===== config.mk =====
export PLATFORM = sky130hd
export DESIGN_NAME = oversampled_uart_8n1_with_rx_fifo
export DESIGN_NICKNAME = d
export VERILOG_FILES = /design/src/rtl/ouart_pkg.sv /design/src/rtl/ouart_out_fifo.sv /design/src/rtl/oversampled_uart_8n1_with_rx_fifo.sv
export SDC_FILE = /design/constraint.sdc
export NUM_CORES = 1
export LEC_CHECK = 0
export BUFFER_PORTS_ARGS = -buffer_cell sky130_fd_sc_hd__buf_4
export CORE_ASPECT_RATIO = 1.2
export CORE_MARGIN = 2
export CORE_UTILIZATION = 35
export DETAILED_ROUTE_END_ITERATION = 12
export REMOVE_ABC_BUFFERS = 1
export SETUP_SLACK_MARGIN = 0.1
export SLEW_MARGIN = 20
export SYNTH_ARGS = -nofsm -noshare
export SYNTH_HDL_FRONTEND = slang
export SYNTH_SLANG_ARGS = --single-unit

===== constraint.sdc =====
create_clock -name aclk -period 5 [get_ports aclk]
set_clock_uncertainty 0.05 [all_clocks]
set_input_delay 0.25 -clock aclk [delete_from_list [all_inputs] [get_ports aclk]]
set_output_delay 0.25 -clock aclk [all_outputs]
set_load 0.02 [all_outputs]

===== src/rtl/ouart_pkg.sv =====
package ouart_pkg;

    // Receive store geometry and bit timing
    localparam int STORE_DEPTH = 16;
    localparam int OVERSAMPLE  = 4;
    localparam int POS_W       = $clog2(STORE_DEPTH);
    localparam int PHASE_W     = $clog2(OVERSAMPLE);
    localparam int BIT_IDX_W   = 4;
    localparam int BYTE_W      = 8;

    // Frame bit positions: start is index 0, data 1..8, stop 9
    localparam logic [BIT_IDX_W-1:0] IDX_START = 4'd0;
    localparam logic [BIT_IDX_W-1:0] IDX_STOP  = 4'd9;
    localparam logic [BIT_IDX_W-1:0] IDX_DONE  = 4'd10;

    // Host action codes
    localparam int ACTION_W = 2;
    localparam logic [ACTION_W-1:0] ACT_TICK = 2'd0;
    localparam logic [ACTION_W-1:0] ACT_SEND = 2'd1;
    localparam logic [ACTION_W-1:0] ACT_POP  = 2'd2;

    // Stream widths
    localparam int IN_TDATA_W  = 16;
    localparam int OUT_TDATA_W = 16;

    // Result buffer
    localparam int OFIFO_DEPTH = 4;
    localparam int OFIFO_PTR_W = $clog2(OFIFO_DEPTH);
    localparam int OFIFO_CNT_W = $clog2(OFIFO_DEPTH + 1);

    // One result beat, tx_line in the lowest bit
    typedef struct packed {
        logic              accepted;
        logic              tx_busy;
        logic              rx_ready;
        logic [BYTE_W-1:0] rx_byte;
        logic              tx_line;
    } result_t;

    localparam int RESULT_W = $bits(result_t);

endpackage


===== src/rtl/ouart_out_fifo.sv =====
module ouart_out_fifo (
    input  logic                               aclk,
    input  logic                               aresetn,
    input  logic                               push,
    input  ouart_pkg::result_t                 push_res,
    output logic [ouart_pkg::OFIFO_CNT_W-1:0]  level,
    output logic                               m_valid,
    input  logic                               m_ready,
    output ouart_pkg::result_t                 m_res
);

    ouart_pkg::result_t                     entry_reg [ouart_pkg::OFIFO_DEPTH];
    logic [ouart_pkg::OFIFO_PTR_W-1:0]      wr_ptr_reg;
    logic [ouart_pkg::OFIFO_PTR_W-1:0]      rd_ptr_reg;
    logic [ouart_pkg::OFIFO_CNT_W-1:0]      count_reg;
    logic [ouart_pkg::OFIFO_CNT_W-1:0]      count_next;
    logic                                   pop;

    assign pop     = m_valid && m_ready;
    assign m_valid = (count_reg != '0);
    assign m_res   = entry_reg[rd_ptr_reg];
    assign level   = count_reg;

    // Track occupancy; the producer never pushes into a full buffer
    always_comb begin
        count_next = count_reg;
        if (push && !pop) begin
            count_next = count_reg + 1'b1;
        end else if (!push && pop) begin
            count_next = count_reg - 1'b1;
        end
    end

    // Advance pointers
    always_ff @(posedge aclk) begin
        if (!aresetn) begin
            wr_ptr_reg <= '0;
            rd_ptr_reg <= '0;
            count_reg  <= '0;
        end else begin
            count_reg <= count_next;
            if (push) begin
                wr_ptr_reg <= wr_ptr_reg + 1'b1;
            end
            if (pop) begin
                rd_ptr_reg <= rd_ptr_reg + 1'b1;
            end
        end
    end

    // Hold result beats
    always_ff @(posedge aclk) begin
        if (push) begin
            entry_reg[wr_ptr_reg] <= push_res;
        end
    end

endmodule


===== src/rtl/oversampled_uart_8n1_with_rx_fifo.sv =====
// Channel  Dir  Beat contents (lowest bit first)
// s_       in   tuser: action[1:0]; tdata: rx_line[0], tx_data[8:1], zero pad
// m_       out  tdata: tx_line[0], rx_byte[8:1], rx_ready[9], tx_busy[10],
//                      accepted[11], zero pad
//
// One beat per clock while s_tready is high: every action updates the UART
// state in the cycle it is accepted, and the result leaves through the store
// read register, then a four-entry result buffer. Out of reset, s_tready
// drops only when that buffer plus the read stage hold four beats, so output
// stalls back up into the input. aresetn is synchronous and holds s_tready
// low while asserted; the receive store itself is not cleared.
module oversampled_uart_8n1_with_rx_fifo (
    input  logic                                aclk,
    input  logic                                aresetn,
    input  logic                                s_tvalid,
    output logic                                s_tready,
    input  logic [ouart_pkg::IN_TDATA_W-1:0]    s_tdata,  // rx_line, tx_data
    input  logic [ouart_pkg::ACTION_W-1:0]      s_tuser,  // action
    output logic                                m_tvalid,
    input  logic                                m_tready,
    output logic [ouart_pkg::OUT_TDATA_W-1:0]   m_tdata   // tx_line, rx_byte,
                                                          // rx_ready, tx_busy, accepted
);

    // Input fields
    logic                                   in_fire;
    logic [ouart_pkg::ACTION_W-1:0]         action;
    logic                                   rx_line;
    logic [ouart_pkg::BYTE_W-1:0]           tx_data;

    // UART state
    logic                                   tx_active_reg, tx_active_next;
    logic                                   rx_active_reg, rx_active_next;
    logic [ouart_pkg::BYTE_W-1:0]           tx_shift_reg, tx_shift_next;
    logic [ouart_pkg::BYTE_W-1:0]           rx_shift_reg, rx_shift_next;
    logic [ouart_pkg::PHASE_W-1:0]          tx_phase_reg, tx_phase_next;
    logic [ouart_pkg::PHASE_W-1:0]          rx_phase_reg, rx_phase_next;
    logic [ouart_pkg::BIT_IDX_W-1:0]        tx_bit_idx_reg, tx_bit_idx_next;
    logic [ouart_pkg::BIT_IDX_W-1:0]        rx_bit_idx_reg, rx_bit_idx_next;
    logic                                   line_out_reg, line_out_next;
    logic [ouart_pkg::POS_W-1:0]            wr_pos_reg, wr_pos_next;
    logic [ouart_pkg::POS_W-1:0]            rd_pos_reg, rd_pos_next;
    logic                                   accepted;
    logic                                   store_wr;
    logic                                   store_rd;

    // Receive store and its read register
    logic [ouart_pkg::BYTE_W-1:0]           store_mem [ouart_pkg::STORE_DEPTH];
    logic [ouart_pkg::BYTE_W-1:0]           rd_data_reg;

    // Read stage
    logic                                   p1_valid_reg;
    logic                                   p1_pop_reg;
    ouart_pkg::result_t                     p1_res_reg;
    ouart_pkg::result_t                     p1_res_next;
    ouart_pkg::result_t                     fifo_in;
    ouart_pkg::result_t                     fifo_out;
    logic [ouart_pkg::OFIFO_CNT_W-1:0]      fifo_level;
    logic [ouart_pkg::OFIFO_CNT_W-1:0]      in_flight;

    localparam logic [ouart_pkg::PHASE_W-1:0] PHASE_LAST =
        ouart_pkg::PHASE_W'(ouart_pkg::OVERSAMPLE - 1);
    localparam logic [ouart_pkg::PHASE_W-1:0] PHASE_MID =
        ouart_pkg::PHASE_W'(ouart_pkg::OVERSAMPLE / 2);
    localparam logic [ouart_pkg::POS_W-1:0] POS_LAST =
        ouart_pkg::POS_W'(ouart_pkg::STORE_DEPTH - 1);

    assign action  = s_tuser;
    assign rx_line = s_tdata[0];
    assign tx_data = s_tdata[ouart_pkg::BYTE_W:1];

    // Accept out of reset while the read stage and result buffer have room left
    assign in_flight = fifo_level + ouart_pkg::OFIFO_CNT_W'(p1_valid_reg);
    assign s_tready  = aresetn &&
                       (in_flight < ouart_pkg::OFIFO_CNT_W'(ouart_pkg::OFIFO_DEPTH));
    assign in_fire   = s_tvalid && s_tready;

    // Next state of transmitter, receiver and store pointers
    always_comb begin
        tx_active_next  = tx_active_reg;
        rx_active_next  = rx_active_reg;
        tx_shift_next   = tx_shift_reg;
        rx_shift_next   = rx_shift_reg;
        tx_phase_next   = tx_phase_reg;
        rx_phase_next   = rx_phase_reg;
        tx_bit_idx_next = tx_bit_idx_reg;
        rx_bit_idx_next = rx_bit_idx_reg;
        line_out_next   = line_out_reg;
        wr_pos_next     = wr_pos_reg;
        rd_pos_next     = rd_pos_reg;
        accepted        = 1'b0;
        store_wr        = 1'b0;
        store_rd        = 1'b0;

        unique case (action)
            ouart_pkg::ACT_TICK: begin
                accepted = 1'b1;

                // Transmitter: one bit every OVERSAMPLE ticks
                if (tx_active_reg) begin
                    if (tx_phase_reg == PHASE_LAST) begin
                        tx_phase_next = '0;
                        if (tx_bit_idx_reg == ouart_pkg::IDX_START) begin
                            line_out_next = 1'b0;
                        end else if (tx_bit_idx_reg != ouart_pkg::IDX_STOP) begin
                            line_out_next = tx_shift_reg[0];
                            tx_shift_next = {1'b0, tx_shift_reg[ouart_pkg::BYTE_W-1:1]};
                        end else begin
                            line_out_next = 1'b1;
                        end
                        if (tx_bit_idx_reg == ouart_pkg::IDX_STOP) begin
                            tx_bit_idx_next = '0;
                            tx_active_next  = 1'b0;
                        end else begin
                            tx_bit_idx_next = tx_bit_idx_reg + 1'b1;
                        end
                    end else begin
                        tx_phase_next = tx_phase_reg + 1'b1;
                    end
                end

                // Receiver: detect start, then sample near mid-bit
                if (!rx_active_reg) begin
                    if (!rx_line) begin
                        rx_phase_next   = PHASE_MID;
                        rx_active_next  = 1'b1;
                        rx_bit_idx_next = '0;
                    end
                end else if (rx_phase_reg == PHASE_LAST) begin
                    rx_phase_next = '0;
                    if (rx_bit_idx_reg == ouart_pkg::IDX_START) begin
                        if (!rx_line) begin
                            rx_bit_idx_next = rx_bit_idx_reg + 1'b1;
                        end else begin
                            rx_active_next = 1'b0;
                        end
                    end else if (rx_bit_idx_reg < ouart_pkg::IDX_STOP) begin
                        rx_shift_next   = {rx_line, rx_shift_reg[ouart_pkg::BYTE_W-1:1]};
                        rx_bit_idx_next = rx_bit_idx_reg + 1'b1;
                    end else if (rx_bit_idx_reg == ouart_pkg::IDX_STOP) begin
                        rx_bit_idx_next = ouart_pkg::IDX_DONE;
                    end else begin
                        rx_active_next = 1'b0;
                        store_wr       = 1'b1;
                        wr_pos_next    = (wr_pos_reg == POS_LAST) ? '0 : wr_pos_reg + 1'b1;
                    end
                end else begin
                    rx_phase_next = rx_phase_reg + 1'b1;
                end
            end
            ouart_pkg::ACT_SEND: begin
                if (!tx_active_reg) begin
                    tx_shift_next  = tx_data;
                    tx_active_next = 1'b1;
                    accepted       = 1'b1;
                end
            end
            ouart_pkg::ACT_POP: begin
                if (rd_pos_reg != wr_pos_reg) begin
                    store_rd    = 1'b1;
                    rd_pos_next = (rd_pos_reg == POS_LAST) ? '0 : rd_pos_reg + 1'b1;
                    accepted    = 1'b1;
                end
            end
            default: begin
            end
        endcase
    end

    // Status fields of this beat; the popped byte joins from the read register
    always_comb begin
        p1_res_next          = '0;
        p1_res_next.tx_line  = line_out_next;
        p1_res_next.rx_ready = (rd_pos_next != wr_pos_next);
        p1_res_next.tx_busy  = tx_active_next;
        p1_res_next.accepted = accepted;
    end

    // Commit state on an accepted beat
    always_ff @(posedge aclk) begin
        if (!aresetn) begin
            tx_active_reg  <= 1'b0;
            rx_active_reg  <= 1'b0;
            tx_shift_reg   <= '0;
            rx_shift_reg   <= '0;
            tx_phase_reg   <= '0;
            rx_phase_reg   <= '0;
            tx_bit_idx_reg <= '0;
            rx_bit_idx_reg <= '0;
            line_out_reg   <= 1'b1;
            wr_pos_reg     <= '0;
            rd_pos_reg     <= '0;
            p1_valid_reg   <= 1'b0;
        end else begin
            p1_valid_reg <= in_fire;
            if (in_fire) begin
                tx_active_reg  <= tx_active_next;
                rx_active_reg  <= rx_active_next;
                tx_shift_reg   <= tx_shift_next;
                rx_shift_reg   <= rx_shift_next;
                tx_phase_reg   <= tx_phase_next;
                rx_phase_reg   <= rx_phase_next;
                tx_bit_idx_reg <= tx_bit_idx_next;
                rx_bit_idx_reg <= rx_bit_idx_next;
                line_out_reg   <= line_out_next;
                wr_pos_reg     <= wr_pos_next;
                rd_pos_reg     <= rd_pos_next;
            end
        end
    end

    // Hold the status fields of the beat in the read stage
    always_ff @(posedge aclk) begin
        if (in_fire) begin
            p1_res_reg <= p1_res_next;
            p1_pop_reg <= store_rd;
        end
    end

    // Receive store: one write port, one registered read port
    always_ff @(posedge aclk) begin
        if (in_fire && store_wr) begin
            store_mem[wr_pos_reg] <= rx_shift_reg;
        end
        if (in_fire && store_rd) begin
            rd_data_reg <= store_mem[rd_pos_reg];
        end
    end

    // Merge the popped byte; zero when the beat was not a successful pop
    always_comb begin
        fifo_in         = p1_res_reg;
        fifo_in.rx_byte = p1_pop_reg ? rd_data_reg : '0;
    end

    ouart_out_fifo u_out_fifo (
        .aclk     (aclk),
        .aresetn  (aresetn),
        .push     (p1_valid_reg),
        .push_res (fifo_in),
        .level    (fifo_level),
        .m_valid  (m_tvalid),
        .m_ready  (m_tready),
        .m_res    (fifo_out)
    );

    assign m_tdata = {(ouart_pkg::OUT_TDATA_W - ouart_pkg::RESULT_W)'(0), fifo_out};

endmodule


==> impl_metrics.yaml, run 1 <==
outcome:
  status: "finished, final reports clean"
global_route:
  grt_max_degree: 43
  grt_pass1_vias: 5247
  met1_usage_pct: 15.8
  grt_most_used_layer: "met2"
  globalRouteMet2Util_pct: 21.4
  global_route_wire_length_before_repair_mm: 28.8
  overall_routing_resource_usage_pct: 12.5
  groute.layer.met3.usage_pct: 2.15
  antenna_found_initial: 0
  globalRoute.totalOverflow: 0
synth:
  ys_types: 60
  synthDominantCellAreaShare_pct: 57.6
  netlist_instances: 658
  post_synth_top_flop: "edfxtp_1"
  syn_area_per_cell_um2: 15.0
  synthesis_stage_register_bit_count: 238
  yosysTopAreaCell: "edfxtp_1"
  synth.area.top_cells: "edfxtp_1, dfxtp_1, mux4_2, mux2i_1, nor2_1"
  combined_area_of_all_synthesized_cells_um2: 9850
  number_of_enable_type_register_cells_in_the_synthesized_netlist: 189
  async_reset_ff_share_pct: 0
  synth-seq-area-share_pct: 67.6
  ys.warnings.count: 0
sta:
  setup_repair_after_global_routing_missed_its_margin: "no"
  worst-slew-pin-transition_ns: 0.884
  timing_hold_violations_final: 0
  final.setup.tns_ns: 0
  timing_max_transition_violations_final: 0
  report.final.setup_viol: 0
  worst_slack_ns: 2.05
  fmax_mhz: 339
  min_period_over_period_pct: 59.1
  final.min_clock_period_ns: 2.95
  worst_hold_slack_ns: 0.0427
  worst_slew_margin_rel_pct: 40.9
job:
  timing.max_cap.violations: 0
clock_network:
  clock-root-buffer: "clkbuf_16"
  clock-sinks: 238
  cts_tree: "yes"
  post-cts-setup-buffers: 0
  clkSlewWorstSetupHoldPaths_ns: 0.06
  cts_inserted_buffers: 22
  cts-root-to-sink-buffers: 3
  clk_lat_worst_skew_ns: 0.50
  h_tree_depth: 1
  postCtsResizedCells: 0
drt:
  totalWireLength_mm: 18.0
  drt_drc_violations_left: 0
  first_pass_iters: 4
  vias_per_cell: 4.83
  detail_route.wl_per_cell_um: 16.6
  postRouteAntennaNets: 0
  routed-via-count: 5244
  drt_first_iter_violations: 346
power_and_ir_drop:
  worst_ir_drop_vdd_v: 0.000197
  leakage_uw: 0.00396
  cellPowerDensity_nw_per_um2: 383
worst_setup_path:
  r2r_start: "rx_bit_idx_reg[0]$_SDFFE_PN0P_"
  ff2ff_path_depth: 7
  worstSetupEndpointType: "flip-flop"
  timing.critical_path.fanout_max: 8
  timing.rr.end: "store_mem[11][3]$_DFFE_PP_"
  critPathMaxStageDelay_ns: 0.67
  setup.worst_path.class: "reg2reg"
  cp-start-kind: "flip-flop"
  crit_path_cell_trace: "inv_1 > ha_1 > o21bai_1 > nand3_1 > nor2_1 > nand2_1 > nor2_1"
  cpMaxStageDelayCell: "nor2_1"
  cp_common_cell: "nor2_1"
  setup.reg_to_reg.worst_slack_ns: 2.05
  cp_data_arrival_time_ns: 3.04
  critPathRequiredTime_ns: 5.08
die:
  boundaryPins: 40
  core-area_um2: 27800
  design.die.area_um2: 29500
  placement_rows: 67
  die_width_um: 157
  floorplan.initialDensity_pct: 35.4
  die_height_um: 188
placement:
  placement.setup.worst_slack_ns: 2.00
  gp_congestion: 0.766
  place_hpwl_mm: 11.6
  place.detailed.instances: 1043
  io_buffers: 28
min_path:
  hold_start: "s_tuser[0]"
  hp-class: "in2reg"
  min_to: "tx_shift_reg[7]$_SDFFE_PN0P_"
  hold-path-cell-count: 3
finish:
  net_count_final: 729
  max_reg_flops: 128
  share_of_layout_cells_above_drive_strength_1_pct: 17.4
  final-instance-count-excl-fill: 1086
  n_fill_cell: 2575
  area_growth_syn_to_layout_pct: 13.9
  n_antenna_cell: 0
==> cells in the final DEF, fill, tap and decap left out, drive strengths merged, types with 3 or more instances in the layout <==
master       Yosys  layout
xnor2            6       6
nand2b           4       4
a31oi            3       3
ha              15      15
a21oi           28      28
dlygate4sd3      0       3
or3              6       6
a221oi           8       8
a22oi            8       8
xor2            12      12
conb             1       4
nand2           45      45
o21ai           24      24
dfxtp           49      49
and2            13      13
buf             20      38
nor3            10      10
edfxtp         189     189
nand4            4       4
mux2i           49      49
clkinv           1       9
mux2             7       7
mux4            28      28
clkinvlp         0       4
nor2            52      52
nor2b            5       5
a211oi           9       9
clkbuf          15      25
o21a             3       3
bufinv           0       3
inv             14      14
nand3            6       6
==> per-layer routing <==
| layer | up-vias | share of wire (%) |
|---|---|---|
| met2 | 84 | 50 |
| met3 | 25 | 3.5 |
| met4 | 0 | 2.7 |
| met1 | 2578 | 44 |
| li1 | 2557 | - |
| met5 | - | 0 |
==> kinds of logic (layout without fill, tap and decap cells) <==
| family | count (synthesis) | count (layout) | share of synthesized area [%] |
|---|---|---|---|
| AND/OR/NAND/NOR | 155 | 155 | 7.55 |
| flip-flops | 238 | 238 | 67.6 |
| buffers and inverters | 50 | 96 | 2.32 |
| XOR/XNOR | 18 | 18 | 1.68 |
| AO/OA/AOI/OAI | 96 | 96 | 6.54 |
| multiplexers | 84 | 84 | 12.2 |
| adder cells (fa/ha/maj) | 16 | 16 | 2.11 |
| other | 1 | 4 | 0.0381 |
==> cell usage after synthesis, types with 3 or more instances <==
master and number:
dfxtp_1 49, or3_1 5, xnor2_1 6, edfxtp_1 189, buf_2 12, a221oi_1 8
o21ai_0 23, inv_1 13, xor2_1 11, o21a_1 3, nand3_1 6, mux2i_1 49
clkbuf_1 15, ha_1 15, a22oi_1 8, nor2b_1 5, a21oi_1 28, mux2_2 7
nor3_1 8, nand2b_1 4, and2_1 13, nand2_1 45, a211oi_1 9, mux4_2 28
nand4_1 4, buf_4 5, nor2_1 51
==> final cells by class <==
class	count	area, µm²	area share, %
Sequential cell	238	6660	59.3
Clock inverter	15	159	1.42
Timing Repair Buffer	41	315	2.81
Tap cell	379	474	4.23
Inverter	15	56.3	0.502
Clock buffer	25	583	5.20
Multi-Input combinational cell	373	2980	26.5
==> worst max path at each step <==
stage | startpoint | end | depth (start not counted) | slack, ns
global placement | rx_bit_idx_reg[0]$_SDFFE_PN0P_ | store_mem[7][0]$_DFFE_PP_ | 7 | 2.05
CTS | rx_bit_idx_reg[0]$_SDFFE_PN0P_ | store_mem[11][1]$_DFFE_PP_ | 7 | 1.99
floorplan | rd_pos_reg[0]$_SDFFE_PN0P_ | fifo_in[9]$_DFFE_PP_ | 5 | 1.32
finish | rx_bit_idx_reg[0]$_SDFFE_PN0P_ | store_mem[11][3]$_DFFE_PP_ | 7 | 2.05
detailed placement | rx_bit_idx_reg[0]$_SDFFE_PN0P_ | store_mem[11][3]$_DFFE_PP_ | 7 | 2.00
global route | rx_bit_idx_reg[0]$_SDFFE_PN0P_ | store_mem[11][1]$_DFFE_PP_ | 7 | 1.81
==> where the power goes <==
group	internal (µW)	leakage [µW]	switching, µW
clock	997	0.000356	703
combinational	185	0.00125	185
sequential	2170	0.00235	65.3
==> through the flow <==
stage	power (µW)	utilization [%]	cell area, µm²
floorplan	2520	-	9690
global placement	2650	37.5	10400
detailed placement	2650	37.5	10400
CTS	4360	40.3	11200
global route	4470	40.3	11200
finish	4300	40.3	11200
==> critical path: cells and delay by family (launching register included) <==
family | cells | cell delay [ns]
adder cells (fa/ha/maj) | 1 | 0.23
flip-flops | 1 | 0.40
AND/OR/NAND/NOR | 4 | 1.63
AO/OA/AOI/OAI | 1 | 0.18
buffers and inverters | 1 | 0.08
==> what timing repair did <==
item	CTS	global route
setup endpoints to repair	0	0
endpoints found under the hold margin	3	0
hold buffers	3	0
Power figures use the tool's default switching activity.
==> run 2, diff against run 1 <==
==> constraint.sdc (replaced) <==
create_clock -name aclk -period 2.4 [get_ports aclk]
set_clock_uncertainty 0.05 [all_clocks]
set_input_delay 0.12 -clock aclk [delete_from_list [all_inputs] [get_ports aclk]]
set_output_delay 0.12 -clock aclk [all_outputs]
set_load 0.02 [all_outputs]
==> run 2 against run 1 <==
Via count grew 1.7%. Core utilization grew 1.4 points. Largest power group unchanged. Count of clock-buffer cells in the layout grew 1. Design area grew 3.4%. Sequential power grew 110%. Cell count grew 3.6%. Fmax grew 33%. Sequential share of layout area shrank 1.9 points. Largest cell class unchanged. Routed wire length grew 1.4%. Total power grew 110%. Combinational power grew 140%.
==> impl_metrics.yaml, run 2 (synthesis gave the netlist of run 1 again) <==
outcome:
  status: "finished, final reports clean"
finish:
  commonest_cells_after_routing_fill_and_taps_aside: "edfxtp_1, buf_4, nor2_1, mux2i_1, dfxtp_1"
  layout_commonest_cell: "edfxtp_1"
  share_of_layout_cells_above_drive_strength_1_pct: 21.3
  n_antenna_cell: 0
  final_util_pct: 41.7
  max_reg_flops: 128
  ff_latch_area_um2: 6660
  net_count_final: 768
  n_fill_cell: 2557
  area_growth_syn_to_layout_pct: 17.8
  area_of_combinational_cells_with_multiple_inputs_um2: 2990
global_route:
  global_route_wire_length_before_repair_mm: 29.2
  antenna_found_initial: 0
  grt_max_degree: 30
  grt_pass1_vias: 5389
  globalRoute.totalOverflow: 0
  overall_routing_resource_usage_pct: 12.7
power_and_ir_drop:
  power_uw: 9150
  worst_ir_drop_vdd_v: 0.000406
  leakage_uw: 0.00417
  cellPowerDensity_nw_per_um2: 788
worst_setup_path:
  setup.reg_to_reg.worst_slack_ns: 0.19
  critPathRequiredTime_ns: 2.78
  setup.worst_path.class: "reg2reg"
  worstSetupEndpointType: "flip-flop"
  timing.rr.end: "u_out_fifo.level[2]$_SDFFE_PN0P_"
  cp-start-kind: "flip-flop"
  critPathLaunch: "u_out_fifo.level[2]$_SDFFE_PN0P_"
  cp_data_arrival_time_ns: 2.59
  r2r_start: "u_out_fifo.level[2]$_SDFFE_PN0P_"
  timing.critical_path.fanout_max: 5
  ff2ff_path_depth: 8
sta:
  timing_max_transition_violations_final: 0
  report.final.setup_viol: 0
  fmax_mhz: 452
  final.min_clock_period_ns: 2.21
  timing_hold_violations_final: 0
  setup_repair_after_global_routing_missed_its_margin: "no"
  worst_slew_margin_rel_pct: 51.1
  worst-slew-pin-transition_ns: 0.733
  min_period_over_period_pct: 92.2
min_path:
  hold-path-cell-count: 4
  min_to: "tx_shift_reg[7]$_SDFFE_PN0P_"
  hp-class: "in2reg"
  hold_start: "s_tuser[1]"
clock_network:
  cts_inserted_buffers: 23
  post-cts-setup-buffers: 0
  cts_tree: "yes"
  h_tree_depth: 1
  cts-root-to-sink-buffers: 3
  clkSlewWorstSetupHoldPaths_ns: 0.06
  clock-sinks: 238
  clock-root-buffer: "clkbuf_16"
  clk_lat_worst_skew_ns: 0.50
die:
  floorplan.initialDensity_pct: 35.4
  placement_rows: 67
  design.die.area_um2: 29500
  die_width_um: 157
  die_height_um: 188
  boundaryPins: 40
  core-area_um2: 27800
drt:
  drt_drc_violations_left: 0
  drt_first_iter_violations: 267
  detail_route.wl_per_cell_um: 16.3
  routed-via-count: 5335
  totalWireLength_mm: 18.3
  vias_per_cell: 4.74
  postRouteAntennaNets: 0
  first_pass_iters: 4
placement:
  gp_congestion: 0.769
  io_buffers: 28
  place_hpwl_mm: 12.0
job:
  timing.max_cap.violations: 0
==> run 2: layer usage <==
layer,vias up,global-route usage [%],routed length (µm)
li1,2630,-,-
met1,2591,15.3,7660
met2,89,23.2,9530
met3,25,1.96,693
met4,0,3.78,397
met5,-,0,0
==> run 2: worst max path at each step <==
stage | cells past startpoint | endpoint | slack (ns)
after global placement | 8 | u_out_fifo.level[2]$_SDFFE_PN0P_ | 0.19
after floorplan | 5 | fifo_in[9]$_DFFE_PP_ | -1.28
after detailed placement | 8 | u_out_fifo.level[2]$_SDFFE_PN0P_ | 0.17
after CTS | 8 | u_out_fifo.level[2]$_SDFFE_PN0P_ | 0.13
final | 8 | u_out_fifo.level[2]$_SDFFE_PN0P_ | 0.19
after global routing | 8 | u_out_fifo.level[2]$_SDFFE_PN0P_ | 0.1
==> run 2: cell type report <==
cell class	count	share of cell area, %
well taps	379	4.09
multi-input cells	373	25.8
clock buffers	26	5.06
repair buffers	79	5.58
clock inverters	15	1.62
inverters	15	0.485
flip-flops and latches	238	57.4
==> run 2: timing repair <==
item	CTS	global route
resized for setup	0	7
hold buffers	12	0
endpoints found under the hold margin	17	0
endpoints found under the setup margin	0	56
==> run 2: per-stage QoR <==
step	setup TNS, ns	instances	cell area, µm²	setup WS, ns	hold slack [ns]
CTS	0	1125	11600	0.126	0.0192
global route	0	1125	11600	0.0952	0.0457
detailed placement	0	1072	10700	0.171	0.351
floorplan	-26.80	626	9690	-1.28	0.161
finish	0	1125	11600	0.186	0.0238
global placement	0	1072	10700	0.190	0.335
==> run 2: critical path, stage by stage, from the launching register on <==
cell and delay (ns):
dfxtp_1 0.34, or3_4 0.41, nand2_2 0.10, ha_2 0.19
inv_1 0.05, fa_1 0.38, xor2_1 0.18, or3_1 0.30
a21oi_1 0.16
==> run 2: report_power, final <==
part	switching [µW]	internal, µW
combinational	444	433
sequential	80.2	4520
clock	1480	2200
total	2000	7150
==> run 3, diff against run 2 <==
--- a/config.mk
+++ b/config.mk
@@ -15,4 +15,5 @@
 export SLEW_MARGIN = 20
 export SYNTH_ARGS = -nofsm -noshare
 export SYNTH_HDL_FRONTEND = slang
+export SYNTH_HIERARCHICAL = 1
 export SYNTH_SLANG_ARGS = --single-unit
==> run 3 against run 2 <==
The flow now finishes with violations (hold timing). Worst setup slack worse by 0.063 ns. Register-to-register slack worse by 0.06 ns. Sequential cell count unchanged. Largest cell class unchanged. Sequential share of layout area down 0.60 points. Global-route usage about the same. Core utilization up 0.46 points. Area after synthesis up 0.27%. Cell count down 5.2%. Fmax down 2.8%.
==> impl_metrics.yaml, run 3 <==
outcome:
  status: "finished with violations"
  violations: "hold timing"
power_and_ir_drop:
  power_uw: 9270
  cellPowerDensity_nw_per_um2: 790
  leakage_uw: 0.00428
  worst_ir_drop_vdd_v: 0.000442
worst_setup_path:
  ff2ff_path_depth: 6
  cp-start-kind: "flip-flop"
  worstSetupEndpointType: "flip-flop"
  critPathMaxStageDelay_ns: 0.52
  timing.critical_path.fanout_max: 4
  critPathRequiredTime_ns: 2.59
  cpMaxStageDelayCell: "o41a_1"
  crit_path_cell_trace: "xor2_2 > o41a_1 > buf_4 > a21oi_4 > xnor2_1 > or4_1"
  setup.worst_path.class: "reg2reg"
  r2r_start: "rd_pos_reg[2]$_SDFFE_PN0P_"
  cp_data_arrival_time_ns: 2.47
  setup.reg_to_reg.worst_slack_ns: 0.12
  timing.rr.end: "fifo_in[9]$_DFFE_PP_"
sta:
  fmax_mhz: 439
  min_period_over_period_pct: 94.9
  worst_slack_ns: 0.123
  report.final.setup_viol: 0
  final.min_clock_period_ns: 2.28
  timing_hold_violations_final: 2
  worst_slew_margin_rel_pct: 47.0
  timing_max_transition_violations_final: 0
  worst_hold_slack_ns: -0.00815
  worst-slew-pin-transition_ns: 0.794
  setup_repair_after_global_routing_missed_its_margin: "yes"
die:
  placement_rows: 67
  boundaryPins: 40
  floorplan.initialDensity_pct: 35.5
  core-area_um2: 27800
  die_width_um: 157
  design.die.area_um2: 29600
  die_height_um: 188
synth:
  ys_types: 61
  combined_area_of_all_synthesized_cells_um2: 9880
  synth_top_cells_by_count: "edfxtp_1, mux4_2, dfxtp_1"
  synthDominantCellAreaShare_pct: 57.5
  post_synth_top_flop: "edfxtp_1"
  netlist_instances: 589
  syn_area_per_cell_um2: 16.8
  yosysTopAreaCell: "edfxtp_1"
  number_of_enable_type_register_cells_in_the_synthesized_netlist: 189
  yosysMostFrequentCell: "edfxtp_1"
  ys.warnings.count: 6
  synth.area.top_cells: "edfxtp_1, mux4_2, dfxtp_1, mux2i_1, ha_1"
  async_reset_ff_share_pct: 0
  synth-seq-area-share_pct: 67.4
  synthesis_stage_register_bit_count: 238
drt:
  vias_per_cell: 4.81
  routed-via-count: 5136
  first_pass_iters: 4
  totalWireLength_mm: 18.4
  drt_first_iter_violations: 428
  detail_route.wl_per_cell_um: 17.3
  drt_drc_violations_left: 0
  postRouteAntennaNets: 0
global_route:
  met1_usage_pct: 15.3
  grt_max_degree: 50
  grt_most_used_layer: "met2"
  globalRoute.totalOverflow: 0
  global_route_wire_length_before_repair_mm: 29.3
  globalRouteMet2Util_pct: 23.5
  overall_routing_resource_usage_pct: 12.7
  antenna_found_initial: 0
  grt_pass1_vias: 5478
  groute.layer.met3.usage_pct: 1.85
placement:
  gp_congestion: 0.809
  placement.setup.worst_slack_ns: -0.0276
  io_buffers: 28
  place_hpwl_mm: 12.1
  placed_cell_area_um2: 10700
min_path:
  min_to: "rx_active_reg$_SDFFE_PN0P_"
  hold-path-cell-count: 4
  hold_start: "s_tuser[1]"
  hp-class: "in2reg"
finish:
  net_count_final: 708
  final_cell_area_um2: 11700
  commonest_cells_after_routing_fill_and_taps_aside: "edfxtp_1, buf_4, mux4_2, dfxtp_1, nand2_1"
  share_of_layout_cells_above_drive_strength_1_pct: 27.8
  final_util_pct: 42.2
  area_of_combinational_cells_with_multiple_inputs_um2: 3060
  layout_commonest_cell: "edfxtp_1"
  n_antenna_cell: 0
  ff_latch_area_um2: 6660
  max_reg_flops: 128
  n_fill_cell: 2464
  area_growth_syn_to_layout_pct: 18.8
clock_network:
  cts_inserted_buffers: 24
  h_tree_depth: 1
  clock-sinks: 238
  clk_lat_worst_skew_ns: 0.52
  cts-root-to-sink-buffers: 3
  clkSlewWorstSetupHoldPaths_ns: 0.06
  clock-root-buffer: "clkbuf_16"
  cts_tree: "yes"
job:
  timing.max_cap.violations: 0
[run 3: changes by cell type after synthesis, moves of 13 or more]
cell     delta
a21oi_1    -20
mux2i_1    -24
mux4_2     +22
nor2_1     -26
nor2b_1    +13
o21ai_0    -20
[run 3: area by class of cell]
cell class	count	area share (%)
flip-flops and latches	238	56.8
multi-input cells	307	26.1
well taps	379	4.04
clock buffers	31	5.78
repair buffers	85	5.91
clock inverters	13	0.938
inverters	14	0.448
[run 3: worst max-delay path by stage]
stage | startpoint | endpoint | slack (ns) | depth (start not counted)
after floorplan | rd_pos_reg[0]$_SDFFE_PN0P_ | fifo_in[9]$_DFFE_PP_ | -1.14 | 5
after global placement | rx_bit_idx_reg[0]$_SDFFE_PN0P_ | fifo_in[9]$_DFFE_PP_ | 0.07 | 8
after detailed placement | rx_bit_idx_reg[0]$_SDFFE_PN0P_ | fifo_in[9]$_DFFE_PP_ | -0.03 | 8
after CTS | rx_bit_idx_reg[0]$_SDFFE_PN0P_ | fifo_in[9]$_DFFE_PP_ | 0.08 | 8
after global routing | rd_pos_reg[2]$_SDFFE_PN0P_ | fifo_in[9]$_DFFE_PP_ | 0.06 | 6
final | rd_pos_reg[2]$_SDFFE_PN0P_ | fifo_in[9]$_DFFE_PP_ | 0.12 | 6
[run 3: what timing repair did]
item                                    CTS  global route
endpoints found under the setup margin   78           135
setup buffers                             0             3
gates resized for setup                   3            15
endpoints found under the hold margin    12             0
hold buffers                             13             0
pin swaps                                 0             5
[run 3: power breakdown]
group	leakage (µW)	switching [µW]	internal, µW	total, µW
combinational	0.00154	500	502	1000
sequential	0.00235	85.6	4530	4610
clock	0.000386	1530	2120	3650
total	0.00428	2120	7150	9270
[run 3: metal layers]
| metal | part of all wire [%] | vias up |
|---|---|---|
| met5 | 0 | - |
| met4 | 1.5 | 0 |
| met3 | 2.7 | 22 |
| met2 | 54 | 65 |
| met1 | 42 | 2632 |
| li1 | - | 2417 |
[run 3: cell families (layout without fill, tap and decap cells)]
| family | Yosys count | in the layout | share of synthesized area, % |
|---|---|---|---|
| DFF | 238 | 238 | 67.4 |
| AOI/OAI and AO/OA | 55 | 55 | 4.56 |
| xor gates and xnor gates | 19 | 19 | 1.76 |
| muxes | 78 | 78 | 14.6 |
| buffers and inverters | 47 | 143 | 2.31 |
| adders and majority gates | 16 | 16 | 2.10 |
| other | 1 | 4 | 0.0380 |
| and+or+nand+nor | 135 | 135 | 7.25 |
[run 3: critical path, delay by kind of cell, from the launching register on]
| kind | cells | cell delay [ns] |
|---|---|---|
| AO/OA/AOI/OAI | 2 | 0.66 |
| XOR/XNOR | 2 | 0.26 |
| buffers and inverters | 1 | 0.19 |
| flip-flops | 1 | 0.33 |
| AND/OR/NAND/NOR | 1 | 0.52 |
[run 3: through the flow]
step	hold WS, ns	std cells	setup TNS [ns]
3_3_place_gp	0.367	1008	0
3_5_place_dp	0.379	1008	-0.0276
2_1_floorplan	0.132	559	-18.02
5_1_grt	0.00664	1067	0
6_report	-0.00815	1067	0
4_1_cts	0.00490	1065	0
